## src/rtl/smro_pkg.sv

```systemverilog
// shared types, widths and codes for the strided mixed-radix odometer
// used by smro_div and strided_mixed_radix_odometer_top; no dependencies
package smro_pkg;

  localparam int FUNC_W       = 2;
  localparam int WHEEL_SEL_W  = 3;
  localparam int ENTRY_W      = 11;
  localparam int WORD_W       = 11;
  localparam int RADIX_W      = 12;
  localparam int POS_W        = 5;
  localparam int START_W      = 32;
  localparam int DIGIT_W      = 11;
  localparam int DIV_W        = 32;
  localparam int CARRY_W      = 18;
  localparam int STRIDE_W     = 16;
  localparam int WCOUNT_W     = 4;
  localparam int CFG_IDX_W    = 2;
  localparam int CFG_DATA_W   = 16;
  localparam int RESULT_LIMIT = 8;

  localparam int IN_DATA_W    = 80;
  localparam int OUT_DATA_W   = 16;

  // input beat layout inside s_axis_tdata
  localparam int WHEEL_SEL_LSB = 0;
  localparam int ENTRY_LSB     = WHEEL_SEL_LSB + WHEEL_SEL_W;
  localparam int WORD_LSB      = ENTRY_LSB + ENTRY_W;
  localparam int RADIX_LSB     = WORD_LSB + WORD_W;
  localparam int POS_LSB       = RADIX_LSB + RADIX_W;
  localparam int START_LSB     = POS_LSB + POS_W;

  typedef enum logic [FUNC_W-1:0] {
    FUNC_LOAD    = 2'd0,
    FUNC_START   = 2'd1,
    FUNC_ADVANCE = 2'd2
  } func_e;

  localparam logic [CFG_IDX_W-1:0] CFG_WHEEL_COUNT = 2'd0;
  localparam logic [CFG_IDX_W-1:0] CFG_STRIDE      = 2'd1;
  localparam logic [CFG_IDX_W-1:0] CFG_GRAY        = 2'd2;

  typedef struct packed {
    logic               start;
    logic [DIV_W-1:0]   dividend;
    logic [RADIX_W-1:0] divisor;
  } div_req_t;

  typedef struct packed {
    logic               done;
    logic [DIV_W-1:0]   quotient;
    logic [RADIX_W-1:0] remainder;
  } div_rsp_t;

endpackage

```

## src/rtl/smro_div.sv

```systemverilog
// restoring divider, one quotient bit per cycle, shared by start and advance
// depends on smro_pkg for widths and the request/response structs
module smro_div (
  input  logic                clk_i,
  input  logic                rst_ni,
  input  smro_pkg::div_req_t  req_i,
  output smro_pkg::div_rsp_t  rsp_o
);

  localparam int DW    = smro_pkg::DIV_W;
  localparam int RW    = smro_pkg::RADIX_W;
  localparam int CNT_W = $clog2(DW + 1);

  logic             busy_q, busy_d;
  logic             done_q, done_d;
  logic [CNT_W-1:0] cnt_q, cnt_d;
  logic [DW-1:0]    quo_q, quo_d;
  logic [RW-1:0]    rem_q, rem_d;
  logic [RW-1:0]    dsr_q, dsr_d;

  logic [RW:0]      trial;
  logic [RW:0]      trial_sub;
  logic             ge;

  always_comb begin
    trial     = {rem_q, quo_q[DW-1]};
    ge        = trial >= {1'b0, dsr_q};
    trial_sub = trial - {1'b0, dsr_q};

    busy_d = busy_q;
    done_d = 1'b0;
    cnt_d  = cnt_q;
    quo_d  = quo_q;
    rem_d  = rem_q;
    dsr_d  = dsr_q;
    if (req_i.start) begin
      busy_d = 1'b1;
      cnt_d  = CNT_W'(DW);
      quo_d  = req_i.dividend;
      rem_d  = '0;
      dsr_d  = req_i.divisor;
    end else if (busy_q) begin
      quo_d = {quo_q[DW-2:0], ge};
      // remainder stays below the divisor, so it fits the radix width
      rem_d = ge ? trial_sub[RW-1:0] : trial[RW-1:0];
      cnt_d = cnt_q - CNT_W'(1);
      if (cnt_q == CNT_W'(1)) begin
        busy_d = 1'b0;
        done_d = 1'b1;
      end
    end
  end

  always_ff @(posedge clk_i or negedge rst_ni) begin
    if (!rst_ni) begin
      busy_q <= 1'b0;
      done_q <= 1'b0;
      cnt_q  <= '0;
    end else begin
      busy_q <= busy_d;
      done_q <= done_d;
      cnt_q  <= cnt_d;
    end
  end

  always_ff @(posedge clk_i) begin
    quo_q <= quo_d;
    rem_q <= rem_d;
    dsr_q <= dsr_d;
  end

  assign rsp_o.done      = done_q;
  assign rsp_o.quotient  = quo_q;
  assign rsp_o.remainder = rem_q;

endmodule

```

## config.mk

```make
export PLATFORM = sky130hd
export DESIGN_NAME = smro_div
export DESIGN_NICKNAME = d
export VERILOG_FILES = /design/src/rtl/smro_pkg.sv /design/src/rtl/smro_div.sv
export SDC_FILE = /design/constraint.sdc
export NUM_CORES = 1
export LEC_CHECK = 0
export ABC_AREA = 1
export BUFFER_PORTS_ARGS = -buffer_cell sky130_fd_sc_hd__buf_2
export CAP_MARGIN = 30
export CORE_MARGIN = 3
export CORE_UTILIZATION = 48
export DETAILED_ROUTE_END_ITERATION = 10
export PLACE_DENSITY = 0.77
export SLEW_MARGIN = 10
export SYNTH_ARGS = -nofsm -noshare
export SYNTH_HDL_FRONTEND = slang
export SYNTH_SLANG_ARGS = --single-unit
```

## constraint.sdc

```tcl
create_clock -name clk_i -period 1.8 [get_ports clk_i]
set_input_delay 0.18 -clock clk_i [delete_from_list [all_inputs] [get_ports clk_i]]
set_output_delay 0.18 -clock clk_i [all_outputs]
set_load 0.01 [all_outputs]
```

Yosys cells after proc, flatten, opt, wreduce, memory -nomap -nowiden
Cells that the tools add are included.
- input bits: 47
- bits in registers: 64
- word-level logic and storage cells: 22
- output and inout bits: 45
- order comparisons: 1
- reductions and logical operators: 1
- muxes and demuxes: 11
- add/sub/neg operators: 2
- eq/ne operators: 1
- operators by type and width (operator ; count):
    $mux W32 ; 2
    $ge A13 B12 Y1 ; 1
    $mux W12 ; 1
    $mux W6 ; 2
    $sub A12 B12 Y12 ; 1
    $eq A6 B1 Y1 const B ; 1
    $mux W1 ; 6
    $sub A6 B1 Y6 const B ; 1
    $reduce_bool A2 Y1 ; 1

Depth between registers and ports, before layout
- word-level depth: 4
- depth in mapped cells: 12

Least setup slack after synthesis
OpenSTA, ideal clock, no wires.
- kind: register to register
- start: register quo_q[31]
- end: register rem_q[6]
- stages on the path, launching flop included: 12
- library setup time: 114 ps
- buffers on the path: 0
- clock period less this slack: 1788 ps
- arrival time: 1674 ps
- setup slack: 12 ps
- cell sequence: edfxtp_1 -> inv_1 -> ha_1 -> fa_1 -> inv_1 -> nand3_1 -> nand3_1 -> nand2_1 -> a21boi_0 -> o21ai_0 -> nand3_1 -> nand2_1
- word-level cells in the longest chain between the ends: 2
- RTL lines (item ; line ; source):
    start, declared ; smro_div.sv:17 ; logic [DW-1:0] quo_q, quo_d;
    start signal, assigned ; smro_div.sv:67 ; quo_q <= quo_d;
    $sub A12 B12 Y12 / $ge A13 B12 Y1 (equally long branches) ; smro_div.sv:28, smro_div.sv:27 ;
    $mux W12 (*) ; smro_div.sv:45 ; rem_d = ge ? trial_sub[RW-1:0] : trial[RW-1:0];
    end signal, assigned ; smro_div.sv:68 ; rem_q <= rem_d;
    end, declared ; smro_div.sv:18 ; logic [RW-1:0] rem_q, rem_d;
Every way passes the cells marked *; elsewhere a longest branch is shown, timed or not.
A chain may end at the register's enable or synchronous reset.

Worst setup path in the final report
- start: register dsr_q[8]
- end: register rem_q[1]
- word-level cells in the longest chain between the ends: 2
- RTL lines (item ; line ; source):
    start, declared ; smro_div.sv:19 ; logic [RW-1:0] dsr_q, dsr_d;
    start signal, assigned ; smro_div.sv:69 ; dsr_q <= dsr_d;
    $ge A13 B12 Y1 ; smro_div.sv:27 ; ge = trial >= {1'b0, dsr_q};
    $mux W12 ; smro_div.sv:45 ;
No other way between the ends.

==> impl_metrics.py <==
metrics = {
    "clock_network": {
        "h-tree-depth": 3,
        "cts_inserted_buffers": 9,
        "cts_sinks": 64,
        "clock_latency_ns": 0.34,
        "clkTransAtPathRegs_ns": 0.07,
        "clockBufferDepth": 2,
        "cts_root_buf": "clkbuf_8",
        "cts_tree": "built",
    },
    "critical_path": {
        "arrival_ns": 2.07,
        "cp_cell_sequence": "inv_2 -> ha_4 -> nand2_2 -> inv_1 -> nand2_2 -> nand2_2 -> a21oi_4 -> buf_6 -> nand3_4 -> nand2_1 -> nand3_1 -> nand2_1",
        "cpPeakStageDelay_ns": 0.38,
        "crit_top_cell": "nand2_2",
        "reg2reg_depth": 12,
        "critPathSlowestCell": "edfxtp_1",
        "worst_setup_path_start_kind": "register",
        "ff2ff_setup_slack_ns": 0.02,
        "critPathRequiredTime_ns": 2.09,
        "worst-setup-path-type": "reg2reg",
        "cp-end-kind": "register",
        "critPathMaxFanout": 7,
    },
    "placed_design": {
        "placed_cells": 615,
        "gp_congestion": 0.9165,
        "hpwl_mm": 6.263,
        "port_buffers": 91,
    },
    "finish": {
        "mostFrequentLayoutCell": "nand2_1",
        "final_nets": 608,
        "fillers": 539,
        "fin_cells": 647,
        "final_cell_mix": "nand2_1 (172), buf_2 (91), inv_1 (46)",
        "drive_gt1_share_pct": 33.76,
        "num_antenna_cells": 0,
        "area_delta_synth_final_pct": 33.63,
    },
    "logic_synthesis": {
        "synth_area_sq_um": 3486,
        "synth-edff-count": 44,
        "avgSynthCellArea_sq_um": 8.221,
        "yosys_warnings": 0,
        "syn_nets": 486,
        "ys.flop_type": "edfxtp_1",
        "yosysUniqueCellTypes": 33,
        "synthArstFlopShare_pct": 12.50,
        "ys_ff_latch": 64,
        "yosysSeqAreaShare_pct": 50.54,
        "synthCells": 424,
    },
    "timing": {
        "worst_pin_slew_ns": 0.4381,
        "timing.fmax_mhz": 562.2,
        "hold_violations": 0,
        "slew_headroom_pct": 70.52,
        "final.setup.tns_ns": 0,
        "finClkSkew_ns": 0.01186,
        "final-setup-viol-count": 0,
        "rsz0062_at_grt": "true",
        "post-route-period-util_pct": 98.82,
        "min_period_ns": 1.779,
        "drv_slew": 0,
    },
    "power_and_ir_drop": {
        "power_per_cell_area_nw_per_um2": 1348,
        "power.leakage_nw": 2.384,
        "ir_worst_vdd_mv": 0.6087,
        "total_power_mw": 6.280,
    },
    "outcome": {
        "outcome": "complete, no violations",
    },
    "global_routing": {
        "antenna_found_initial": 0,
        "grt_usage_pct": 22.71,
        "grt_max_degree": 41,
        "grt-ovfl-total": 0,
        "grt_pass1_vias": 3333,
        "grt_first_pass_wirelength_mm": 15.08,
    },
    "run": {
        "maxCapViolCount": 0,
    },
    "route": {
        "via_count": 3239,
        "drc_errors": 0,
        "first_pass_iters": 4,
        "routed_wl_mm": 9.159,
        "wire_per_inst_um": 14.16,
        "avgViaCountPerCell": 5.006,
        "antenna_left": 0,
        "initialDrtViolationCount": 192,
    },
    "floorplanning": {
        "core-area_sq_um": 6907,
        "die_h_um": 91.22,
        "die_area_sq_um": 8321,
        "rows": 30,
        "io_pins": 92,
        "die_w_um": 91.22,
        "start_util_pct": 50.47,
    },
    "worst_hold_path": {
        "hp-class": "in2reg",
        "hold_path_depth": 1,
    },
}
-- path summary, 6_finish.rpt --
path                                            from                     to
min in group asynchronous                     rst_ni   cnt_q[1]$_DFFE_PN0P_
worst max register to register    dsr_q[8]$_DFFE_PP_  rem_q[1]$_SDFFE_PP0P_
worst max-delay path              dsr_q[8]$_DFFE_PP_  rem_q[1]$_SDFFE_PP0P_
worst min register to register  cnt_q[4]$_DFFE_PN0P_   cnt_q[4]$_DFFE_PN0P_
worst min-delay path                        req_i[8]     dsr_q[8]$_DFFE_PP_
max in group asynchronous                     rst_ni   cnt_q[3]$_DFFE_PN0P_
-- synthesized netlist by cell type (3+ instances only) --
master | n | area [sq um]
a21oi_1 | 7 | 35.03
buf_2 | 3 | 15.01
clkbuf_1 | 7 | 26.28
dfrtp_1 | 8 | 200.2
dfxtp_1 | 12 | 240.2
edfxtp_1 | 44 | 1321
ha_1 | 14 | 175.2
inv_1 | 53 | 198.9
inv_2 | 3 | 11.26
nand2_1 | 181 | 679.4
nand2_2 | 3 | 18.77
nand3_1 | 23 | 115.1
nand3_2 | 5 | 50.05
nand4_1 | 14 | 87.58
nor2_1 | 15 | 56.30
o21ai_0 | 7 | 35.03
xnor2_1 | 4 | 35.03
-- state kept, by name, indices dropped and copies added, names as in the netlist --
register  count
busy_q        1
cnt_q         6
done_q        1
quo_q        32
dsr_q        12
rem_q        12
-- kinds of logic after synthesis --
group | Yosys count | synth area share [%]
AND/OR/NAND/NOR | 252 | 31.55
buffers and inverters | 71 | 8.183
flip-flops | 64 | 50.54
AO/OA/AOI/OAI | 17 | 2.872
adder cells (fa/ha/maj) | 15 | 5.600
XOR/XNOR | 5 | 1.256
-- stage by stage --
| stage | instance area [sq um] | utilization (%) | hold slack, ns | setup WS, ns |
|---|---|---|---|---|
| global placement | 4125 | 59.73 | 0.03217 | 0.02260 |
| global route | 4658 | 67.45 | 0.001411 | -0.09486 |
| CTS | 4400 | 63.71 | 0.0008434 | -0.003397 |
| finish | 4658 | 67.45 | 0.01586 | 0.02121 |
| detailed placement | 4125 | 59.73 | 0.03406 | -0.06453 |
| floorplan | 3486 | - | -0.1156 | 0.01211 |
-- power by group --
group	internal (mW)	switching [mW]	total [mW]	leakage, nW
Sequential	1.86	0.251	2.11	0.665
Combinational	1.36	1.73	3.10	1.64
Clock	0.490	0.577	1.07	0.0773
-- repair_timing --
item                       4_1_cts  5_1_grt
resized for setup                3       49
setup buffers                    0        6
pin swaps                        1       21
hold endpoints to repair        16        0
cloned                           1        0
setup endpoints to repair        4       13
hold buffers                     9        0
-- critical path, delay by kind of cell (launching register included) --
kind / cells / cell delay, ns
compound gates: 1 / 0.23
fa+ha+maj: 1 / 0.21
buf+inv: 3 / 0.27
flops: 1 / 0.38
simple gates: 7 / 0.63
-- cell type report --
type                       count  area (sq um)  share of cell area [%]
multi-input combinational    290          1654                   35.51
tap                           96         120.1                   2.579
clock inverter                 6         36.28                  0.7789
inverter                      57         214.0                   4.593
sequential                    64          1762                   37.82
clock buffer                  10         127.6                   2.740
timing repair buffer         124         744.5                   15.98
-- routing by layer --
layer | track usage (%) | routed length (um) | share of wire (%)
met1 | 28.05 | 3662 | 40
met2 | 37.09 | 4515 | 49
met3 | 5.220 | 735 | 8.0
met4 | 11.68 | 245 | 2.7
met5 | 0 | 0 | 0
Note: power is estimated with default switching activity, not from simulation.
